### config.mk
export PLATFORM = sky130hd
export DESIGN_NAME = linear_queue_with_search
export DESIGN_NICKNAME = d
export VERILOG_FILES = /design/src/hw/rtl/lqs_pkg.sv /design/src/hw/rtl/linear_queue_with_search.sv
export SDC_FILE = /design/constraint.sdc
export NUM_CORES = 1
export LEC_CHECK = 0
export BUFFER_PORTS_ARGS = -buffer_cell sky130_fd_sc_hd__clkbuf_2
export CORE_AREA = 2 2 229 288
export CTS_BUF_LIST = sky130_fd_sc_hd__clkbuf_8
export CTS_CLUSTER_SIZE = 14
export DETAILED_ROUTE_END_ITERATION = 16
export DIE_AREA = 0 0 231 290
export SYNTH_ARGS = -nofsm -noshare
export SYNTH_HDL_FRONTEND = slang
export SYNTH_SLANG_ARGS = --single-unit
### constraint.sdc
create_clock -name clk -period 6.7 [get_ports clk]
set_clock_uncertainty 0.05 [all_clocks]
set_input_delay 0.335 -clock clk [delete_from_list [all_inputs] [get_ports clk]]
set_output_delay 0.335 -clock clk [all_outputs]
set_load 0.01 [all_outputs]
### src/hw/rtl/lqs_pkg.sv
// shared types and constants for the linear queue with search
`default_nettype none

package lqs_pkg;

	localparam int unsigned DEPTH_DEF = 16;   // storage slots
	localparam int unsigned DATA_W    = 32;   // stored word width
	localparam int unsigned CNT_OUT_W = 5;    // width of count and position results
	localparam int unsigned CAP_W     = 5;    // capacity register width
	localparam int unsigned PADDR_W   = 3;    // config byte address width
	localparam int unsigned PDATA_W   = 32;   // config data width

	localparam logic [CAP_W-1:0] CAP_RESET = 5'd16;

	// config register index (byte address / 4)
	localparam logic [PADDR_W-3:0] REG_CAPACITY = 1'b0;

	// command codes
	localparam logic [1:0] CMD_ENQUEUE = 2'd0;
	localparam logic [1:0] CMD_DEQUEUE = 2'd1;
	localparam logic [1:0] CMD_SEARCH  = 2'd2;
	localparam logic [1:0] CMD_NOP     = 2'd3;

	typedef enum logic [1:0] {
		STAT_OK        = 2'd0,
		STAT_OVERFLOW  = 2'd1,
		STAT_UNDERFLOW = 2'd2,
		STAT_NOT_FOUND = 2'd3
	} status_t;

	typedef enum logic [1:0] {
		SEQ_IDLE,
		SEQ_SCAN,
		SEQ_FRONT,
		SEQ_FDATA
	} seq_state_t;

endpackage : lqs_pkg

`default_nettype wire

### src/hw/rtl/linear_queue_with_search.sv
// linear (non-circular) array queue of signed words with front-to-rear search
//
//   channel   | signals                                         | transfer when
//   ----------+-------------------------------------------------+--------------------------
//   command   | start, busy, command, data_in                   | start && !busy at clk edge
//   result    | done, status, data_out, found_position,         | every cycle done is high
//             | entry_count, is_empty, front_word               |
//   config    | psel, penable, pwrite, paddr, pwdata, prdata,   | psel && penable && pwrite
//             | pready                                          |
//
// enqueue, dequeue and the unused command go through the front and fdata states to done
// search scans front to rear up to the first match (no scan on an empty queue): one memory
//   read port feeds the single comparator, one slot per cycle
// done is high for exactly one cycle; the receiver cannot stall it
// arst_n clears counters, capacity (to 16) and the sequencer; slot contents stay undefined
// a new command can be taken in the same cycle that done is high
`default_nettype none

module linear_queue_with_search #(
	parameter int unsigned DEPTH = lqs_pkg::DEPTH_DEF
) (
	input  wire                                   clk,
	input  wire                                   arst_n,
	// command channel
	input  wire                                   start,
	output logic                                  busy,
	input  wire        [1:0]                      command,
	input  wire signed [lqs_pkg::DATA_W-1:0]      data_in,
	// result channel
	output logic                                  done,
	output logic       [1:0]                      status,
	output logic signed [lqs_pkg::DATA_W-1:0]     data_out,
	output logic       [lqs_pkg::CNT_OUT_W-1:0]   found_position,
	output logic       [lqs_pkg::CNT_OUT_W-1:0]   entry_count,
	output logic                                  is_empty,
	output logic signed [lqs_pkg::DATA_W-1:0]     front_word,
	// config port
	input  wire                                   psel,
	input  wire                                   penable,
	input  wire                                   pwrite,
	input  wire        [lqs_pkg::PADDR_W-1:0]     paddr,
	input  wire        [lqs_pkg::PDATA_W-1:0]     pwdata,
	output logic       [lqs_pkg::PDATA_W-1:0]     prdata,
	output logic                                  pready
);

	// slot address and counter widths follow the storage depth
	localparam int unsigned AW = (DEPTH > 1) ? $clog2(DEPTH) : 1;
	localparam int unsigned CW = $clog2(DEPTH + 1);
	// common width for comparing the counter against the capacity register
	localparam int unsigned MW = (CW > lqs_pkg::CAP_W) ? CW : lqs_pkg::CAP_W;
	localparam int unsigned DW = lqs_pkg::DATA_W;

	// sequencer
	lqs_pkg::seq_state_t state_q, state_d;

	// queue pointers: live entries are slots fs_q .. wc_q-1
	logic [CW-1:0] wc_q;                 // slots written so far
	logic [CW-1:0] fs_q;                 // front slot
	logic [lqs_pkg::CAP_W-1:0] cap_q;   // usable capacity

	// slot memory, one write and one registered read per cycle
	logic [DW-1:0] slots_q [DEPTH];
	logic [DW-1:0] rdata_q;
	logic [AW-1:0] raddr;
	logic          mem_we;

	// working registers of the current command
	logic [DW-1:0]       key_q;
	logic [DW-1:0]       front_q;       // copy of the front slot
	logic [DW-1:0]       removed_q;
	lqs_pkg::status_t    st_q;
	logic [CW-1:0]       pos_q;
	logic [CW-1:0]       scan_q;        // next slot address issued by the scan
	logic [CW-1:0]       chk_idx_q;     // slot whose word sits in rdata_q
	logic                chk_vld_q;     // rdata_q holds a scanned word

	// result registers
	logic                            done_q;
	lqs_pkg::status_t                res_status_q;
	logic [DW-1:0]                   res_data_q;
	logic [lqs_pkg::CNT_OUT_W-1:0]   res_pos_q;
	logic [lqs_pkg::CNT_OUT_W-1:0]   res_count_q;
	logic                            res_empty_q;
	logic [DW-1:0]                   res_front_q;

	logic accept;
	logic full;
	logic empty;
	logic scan_more;   // scan address still inside the live range
	logic hit;         // the shared comparator found the key
	logic issue;       // scan reads one more slot this cycle
	logic cfg_wr;

	// ---------------------------------------------------------------
	// status decode
	// ---------------------------------------------------------------
	assign accept    = start && (state_q == lqs_pkg::SEQ_IDLE);
	// overflow once the write slot reaches capacity or storage end
	assign full      = (MW'(wc_q) >= MW'(cap_q)) || (wc_q >= CW'(DEPTH));
	assign empty     = (fs_q >= wc_q);
	assign scan_more = (scan_q < wc_q);
	assign hit       = chk_vld_q && (rdata_q == key_q);
	assign issue     = (state_q == lqs_pkg::SEQ_SCAN) && scan_more && !hit;
	// an enqueue that fits writes its word at the accepting edge
	assign mem_we    = accept && (command == lqs_pkg::CMD_ENQUEUE) && !full;

	// ---------------------------------------------------------------
	// sequencer: next state and memory read address
	// ---------------------------------------------------------------
	always_comb begin
		state_d = state_q;
		raddr   = fs_q[AW-1:0];
		unique case (state_q)
			lqs_pkg::SEQ_IDLE: begin
				if (start) begin
					if ((command == lqs_pkg::CMD_SEARCH) && !empty) begin
						state_d = lqs_pkg::SEQ_SCAN;
					end else begin
						state_d = lqs_pkg::SEQ_FRONT;
					end
				end
			end
			lqs_pkg::SEQ_SCAN: begin
				// one slot read per cycle, compared the cycle after
				raddr = scan_q[AW-1:0];
				if (hit) begin
					state_d = lqs_pkg::SEQ_FRONT;
				end else if (!chk_vld_q && !scan_more) begin
					state_d = lqs_pkg::SEQ_FRONT;
				end
			end
			lqs_pkg::SEQ_FRONT: begin
				// fetch the front slot after the pointers have settled
				state_d = lqs_pkg::SEQ_FDATA;
			end
			lqs_pkg::SEQ_FDATA: begin
				state_d = lqs_pkg::SEQ_IDLE;
			end
			default: begin
				state_d = lqs_pkg::SEQ_IDLE;
			end
		endcase
	end

	always_ff @(posedge clk or negedge arst_n) begin
		if (!arst_n) begin
			state_q <= lqs_pkg::SEQ_IDLE;
		end else begin
			state_q <= state_d;
		end
	end

	// ---------------------------------------------------------------
	// slot memory
	// ---------------------------------------------------------------
	always_ff @(posedge clk) begin
		if (mem_we) begin
			slots_q[wc_q[AW-1:0]] <= data_in;
		end
		rdata_q <= slots_q[raddr];
	end

	// ---------------------------------------------------------------
	// control registers: pointers, capacity, strobe
	// ---------------------------------------------------------------
	assign cfg_wr = psel && penable && pwrite && pready;

	always_ff @(posedge clk or negedge arst_n) begin
		if (!arst_n) begin
			wc_q      <= '0;
			fs_q      <= '0;
			cap_q     <= lqs_pkg::CAP_RESET;
			done_q    <= 1'b0;
			chk_vld_q <= 1'b0;
		end else begin
			done_q    <= (state_q == lqs_pkg::SEQ_FDATA);
			chk_vld_q <= issue;
			if (cfg_wr && (paddr[lqs_pkg::PADDR_W-1:2] == lqs_pkg::REG_CAPACITY)) begin
				cap_q <= pwdata[lqs_pkg::CAP_W-1:0];
			end
			if (mem_we) begin
				wc_q <= wc_q + 1'b1;
			end
			if (accept && (command == lqs_pkg::CMD_DEQUEUE) && !empty) begin
				fs_q <= fs_q + 1'b1;
			end
		end
	end

	// ---------------------------------------------------------------
	// working and result registers
	// ---------------------------------------------------------------
	always_ff @(posedge clk) begin
		if (accept) begin
			key_q     <= data_in;
			// a dequeue that succeeds hands out the front copy
			removed_q <= ((command == lqs_pkg::CMD_DEQUEUE) && !empty) ? front_q : '0;
			pos_q     <= '0;
			scan_q    <= fs_q;
			unique case (command)
				lqs_pkg::CMD_ENQUEUE: begin
					st_q <= full ? lqs_pkg::STAT_OVERFLOW : lqs_pkg::STAT_OK;
				end
				lqs_pkg::CMD_DEQUEUE: begin
					st_q <= empty ? lqs_pkg::STAT_UNDERFLOW : lqs_pkg::STAT_OK;
				end
				lqs_pkg::CMD_SEARCH: begin
					st_q <= lqs_pkg::STAT_NOT_FOUND;
				end
				default: begin
					// unused command: no change, reports the queue as it stands
					st_q <= lqs_pkg::STAT_OK;
				end
			endcase
		end
		if (issue) begin
			scan_q    <= scan_q + 1'b1;
			chk_idx_q <= scan_q;
		end
		if ((state_q == lqs_pkg::SEQ_SCAN) && hit) begin
			st_q  <= lqs_pkg::STAT_OK;
			pos_q <= chk_idx_q + 1'b1;
		end
		if (state_q == lqs_pkg::SEQ_FDATA) begin
			front_q      <= rdata_q;
			res_status_q <= st_q;
			res_data_q   <= removed_q;
			res_pos_q    <= lqs_pkg::CNT_OUT_W'(pos_q);
			res_count_q  <= lqs_pkg::CNT_OUT_W'(wc_q - fs_q);
			res_empty_q  <= empty;
			res_front_q  <= empty ? '0 : rdata_q;
		end
	end

	// ---------------------------------------------------------------
	// ports
	// ---------------------------------------------------------------
	assign busy           = (state_q != lqs_pkg::SEQ_IDLE);
	assign done           = done_q;
	assign status         = res_status_q;
	assign data_out       = res_data_q;
	assign found_position = res_pos_q;
	assign entry_count    = res_count_q;
	assign is_empty       = res_empty_q;
	assign front_word     = res_front_q;

	assign pready = 1'b1;
	always_comb begin
		prdata = '0;
		if (paddr[lqs_pkg::PADDR_W-1:2] == lqs_pkg::REG_CAPACITY) begin
			prdata = lqs_pkg::PDATA_W'(cap_q);
		end
	end

endmodule : linear_queue_with_search

`default_nettype wire
# Yosys cells after proc, flatten, opt, wreduce, memory -nomap -nowiden
# Memory sizes are Yosys's and may differ from the RTL's. A register that Yosys moved wholly into a read port is not among the register bits.
# Cells that the tools add are included.
# W data, S select, Z words.
# word_totals
out_inout_bits	112
word_cells	81
ramBits	512
mem_count	1
input_bits	75
register_bits	209
# classes
order_cmp	4
addsub	5
n_eq_ne	8
muxes	16
bitwise_logic	1
reduce_logical	27
# mem_list
name	depth	width	rd	rd_ports_with_merged_regs	write_ports	line_no	source
slots_q	16	32	1	1	1	linear_queue_with_search.sv:63	logic [DW-1:0] slots_q [DEPTH];
# op_table
operator	n
$eq A32 B32 Y1	1
$mux W5	5
$add A5 B1 Y5 const B	4
$logic_and A1 B1 Y1	15
$ge A5 B5 Y1	2
$mux W2	5
$pmux W2 S4	1
$eq A2 B2 Y1 const B	3
$pmux W2 S3	1
$reduce_bool A2 Y1	3
$ge A5 B5 Y1 const B	1
$logic_not A1 Y1	5
$lt A5 B5 Y1	1
$sub A5 B5 Y5	1
$eq A2 B1 Y1 const B	2
$logic_not A2 Y1	2
$mux W4	1
$mux W1	3
$ne A3 B3 Y1 const B	1
$ne A2 B2 Y1 const B	1
$reduce_and A2 Y1	1
$logic_or A1 B1 Y1	1
$not A1 Y1	1

# Depth between registers and ports, before layout
# logic_depth
word_depth	6
mapped_depth	10
mapped_depth_nobuf	8

# Least setup slack after synthesis
# No wires, ideal clock.
# synth_path
path_kind	register -> register
startpoint	register cap_q[4] in the netlist's numbering
endpoint	memory slots_q[3][0] in the netlist's numbering (enable)
period_less_slack_ns	5.279
t_required_ns	6.149
path_stages_with_launch	6
n_path_buf	0
setup_ns	0.501
t_arrival_ns	4.728
setup_slack_ns	1.421
cell_sequence	dfstp_2 > inv_1 > ha_1 > a2111oi_0 > o21ai_1 > nor4_1
# synth_between
elab_chain_cells	6
# synth_lines
element	line_no	source
start: declaration	linear_queue_with_search.sv:60	logic [lqs_pkg::CAP_W-1:0] cap_q;
start signal: assignment	linear_queue_with_search.sv:173	cap_q <= lqs_pkg::CAP_RESET;
start signal: assignment	linear_queue_with_search.sv:180	cap_q <= pwdata[lqs_pkg::CAP_W-1:0];
$ge A5 B5 Y1	linear_queue_with_search.sv:100	assign full = (MW'(wc_q) >= MW'(cap_q)) || (wc_q >= CW'(DEPTH));
$logic_or A1 B1 Y1	linear_queue_with_search.sv:100	
$logic_not A1 Y1	linear_queue_with_search.sv:106	assign mem_we = accept && (command == lqs_pkg::CMD_ENQUEUE) && !full;
$logic_and A1 B1 Y1	linear_queue_with_search.sv:106	
$mux W1	linear_queue_with_search.sv:158	if (mem_we) begin
$mux W1 (not written as such)	linear_queue_with_search.sv:159	slots_q[wc_q[AW-1:0]] <= data_in;
end: declaration	linear_queue_with_search.sv:63	
# Every way passes these cells.

# Final worst setup path
# layout_path
startpoint	register state_q[1]
endpoint	register rdata_q[30], read port of slots_q
# layout_between
elab_chain_cells	2
# layout_lines
element	line_no	source
start: declaration	linear_queue_with_search.sv:55	lqs_pkg::seq_state_t state_q, state_d;
start signal: assignment	linear_queue_with_search.sv:148	state_q <= lqs_pkg::SEQ_IDLE;
start signal: assignment	linear_queue_with_search.sv:150	state_q <= state_d;
$eq A2 B1 Y1	linear_queue_with_search.sv:114	unique case (state_q)
$mux W4	linear_queue_with_search.sv:114	
end: declaration	linear_queue_with_search.sv:64	logic [DW-1:0] rdata_q;
# Every way passes these cells.
# A chain may end at the register's enable or synchronous reset.

==> impl_metrics.env <==
export IMPL_regArea_sq_um=22200
export IMPL_portBuffers=129
export IMPL_synth_top_area_share_pct=73.3
export IMPL_crit_fanout=24
export IMPL_core_sq_um=64000
export IMPL_endpoint_kind="flop"
export IMPL_final_common_cell="edfxtp_1"
export IMPL_cts_setup_buffers=0
export IMPL_drt_iter0_markers=888
export IMPL_die_x_um=231
export IMPL_drt_wl_total_um=59700
export IMPL_synth_xor_area_share_pct=1.47
export IMPL_synth_area_top_cells="edfxtp_1 73%, mux4_2 10%, dfxtp_1 2.4%"
export IMPL_dp_hpwl_um=31700
export IMPL_p_per_area_nw_per_um2=408
export IMPL_synth_compound_area_share_pct=2.52
export IMPL_h_tree_depth=3
export IMPL_worst_slew_pin_slew_ps=1090
export IMPL_synthFlopType="edfxtp_1"
export IMPL_cap_violations=0
export IMPL_clock_latency_ps=720
export IMPL_grt_pass1_wl_um=89400
export IMPL_irDropWorstVdd_mv=0.607
export IMPL_die_h_um=290
export IMPL_grt_usage_pct=18.1
export IMPL_fmax_mhz=254
export IMPL_crit_chain="inv_1, ha_1, mux2i_4, buf_4, mux4_2, and2_1, a211oi_1, a31oi_1"
export IMPL_synthAdderAreaFrac_pct=1.20
export IMPL_required_ps=7190
export IMPL_ys_warn_count=0
export IMPL_worstHoldPathType="in2async"
export IMPL_num_rows=104
export IMPL_viasPerCell=5.25
export IMPL_critPathLaunchType="flop"
export IMPL_setup_viol=0
export IMPL_synth_top_family_by_area="multiplexers"
export IMPL_synth_yosys_seq_area_share_pct=77.4
export IMPL_synth_seq_cells=753
export IMPL_min_period_over_period_pct=58.8
export IMPL_worstSetupPathType="reg2reg"
export IMPL_start_util_pct=44.8
export IMPL_layout_common_cells="700 x edfxtp_1, 129 x clkbuf_2, 128 x mux4_2"
export IMPL_area_delta_synth_final_pct=14.6
export IMPL_critPathArrivalTime_ps=4430
export IMPL_die_area_sq_um=67000
export IMPL_yosys_area_share_simple_pct=4.63
export IMPL_pin_count=187
export IMPL_rsz0062_at_grt="no"
export IMPL_grt_overflow=0
export IMPL_drtPass1Iterations=5
export IMPL_leakage_nw=11.2
export IMPL_synth_avg_cell_area_sq_um=20.0
export IMPL_grt_max_degree=129
export IMPL_cp_slowest_stage_delay_ps=920
export IMPL_tns_ps=0
export IMPL_timing_slew_headroom_pct=26.9
export IMPL_drc_errors=0
export IMPL_hold_viol_final=0
export IMPL_fin_nets=1787
export IMPL_total_power_mw=13.4
export IMPL_status="complete, no violations"
export IMPL_muxShareOfSynthArea_pct=10.6
export IMPL_netlist_area_sq_um=28700
export IMPL_ant_nets=0
export IMPL_async_reset_ff_share_pct=2.52
export IMPL_ctsRootBufferMaster="clkbuf_8"
export IMPL_slowest_stage="mux2i_4"
export IMPL_antenna_found_initial=3
export IMPL_vias=13819
export IMPL_grt_pass1_vias=14546
export IMPL_gp_routability_congestion=0.773
export IMPL_finalCriticalPeriod_ps=3940
export IMPL_slew_viol_final=0
export IMPL_cts_tree="yes"
export IMPL_cts_made_buffers=109
export IMPL_synth_cell_type_count=56
export IMPL_synth_area_leader_cell="edfxtp_1"
export IMPL_final_util_pct=51.3
export IMPL_wl_per_cell_um=22.7
export IMPL_multiInputGateArea_sq_um=6130
export IMPL_clk_pin_slew_worst_paths_ps=80
export IMPL_num_fill_cells=5174
export IMPL_clk_path_buf_depth=3
export IMPL_drive_gt1_share_pct=26.3
export IMPL_synth_edf_count=700
export IMPL_synthCells=1436
export IMPL_cts_sinks=753
## registers in the layout, summed over array words and instances, names as in the netlist, 5 cells and up
register        flops
cap_q               5
chk_idx_q           5
data_out           32
entry_count         5
found_position      5
front_q            32
front_word         32
fs_q                5
key_q              32
pos_q               5
rdata_q            32
removed_q          32
scan_q              5
slots_q           512
wc_q                5
## power by group
part	leakage [nW]	switching, mW	internal, mW
Combinational	3.12	2.06	1.74
Sequential	6.86	0.335	5.79
Clock	1.21	1.72	1.77
## Yosys cell counts (all sizes together), types with 5 or more instances
cell,number
nand4,5
xnor2,12
a211oi,33
buf,58
and2,93
dfxtp,34
nor4,12
xor2,36
nor2,32
mux4,128
edfxtp,700
inv,30
a31oi,33
o21ai,5
clkbuf,26
nand2,76
dfrtp,18
mux2i,7
ha,26
mux2,7
nand3,10
nor3,7
## cell type report
| class | count | share of cell area [%] |
|---|---|---|
| Timing Repair Buffer | 196 | 3.88 |
| Tap cell | 848 | 3.23 |
| Clock inverter | 91 | 1.55 |
| Sequential cell | 753 | 67.5 |
| Clock buffer | 116 | 4.86 |
| Antenna cell | 1 | 0.00761 |
| Multi-Input combinational cell | 595 | 18.7 |
| Inverter | 30 | 0.343 |
## routing by layer
layer	GRT usage [%]	part of all wire (%)
met4	6.15	2.0
met3	2.91	5.3
met5	0	0.045
met1	22.8	41
met2	31.8	52
## path summary, 6_finish.rpt
check / startpoint / endpoint / slack [ps] / depth (start not counted)
setup / recovery: state_q[1]$_DFFE_PN0P_ / rdata_q[30]$_DFF_P_ / 2760 / 8
hold / removal: arst_n / wc_q[2]$_DFFE_PN0P_ / 90 / 2
setup reg to reg: state_q[1]$_DFFE_PN0P_ / rdata_q[30]$_DFF_P_ / 2760 / 8
hold reg to reg: removed_q[8]$_SDFFCE_PN0P_ / data_out[8]$_DFFE_PP_ / 370 / 0
max in group asynchronous: arst_n / cap_q[4]$_DFFE_PN1P_ / 6140 / 2
min in group clk: command[1] / st_q[1]$_SDFFE_PP0P_ / 90 / 4
## critical path: cells and delay by family (launching register included)
| family | cells | cell delay [ps] |
|---|---|---|
| compound gates | 2 | 370 |
| fa+ha+maj | 1 | 550 |
| buf+inv | 2 | 700 |
| flops | 1 | 420 |
| mux | 2 | 1490 |
| simple gates | 1 | 170 |
## cells by family after synthesis
kind of cell	count (synthesis)
mux	142
xor+xnor	48
compound gates	98
flops	753
buf+inv	114
fa+ha+maj	27
other cells	2
simple gates	252
## timing repair
item                                   in CTS  in global routing
resized for setup                           0                  0
endpoints found under the hold margin     560                  0
hold buffers                               40                  0
## stage by stage
step | hold WS (ps) | setup slack [ps] | cell area [sq um] | cells
floorplan | -10.6 | 1420 | 28800 | 1462
global placement | 275 | 2690 | 30400 | 2382
detailed placement | 283 | 2630 | 30400 | 2382
CTS | 20.5 | 2610 | 32900 | 2629
global route | 96.2 | 2360 | 32900 | 2630
finish | 85.1 | 2760 | 32900 | 2630
(Power assumes the default switching activity.)
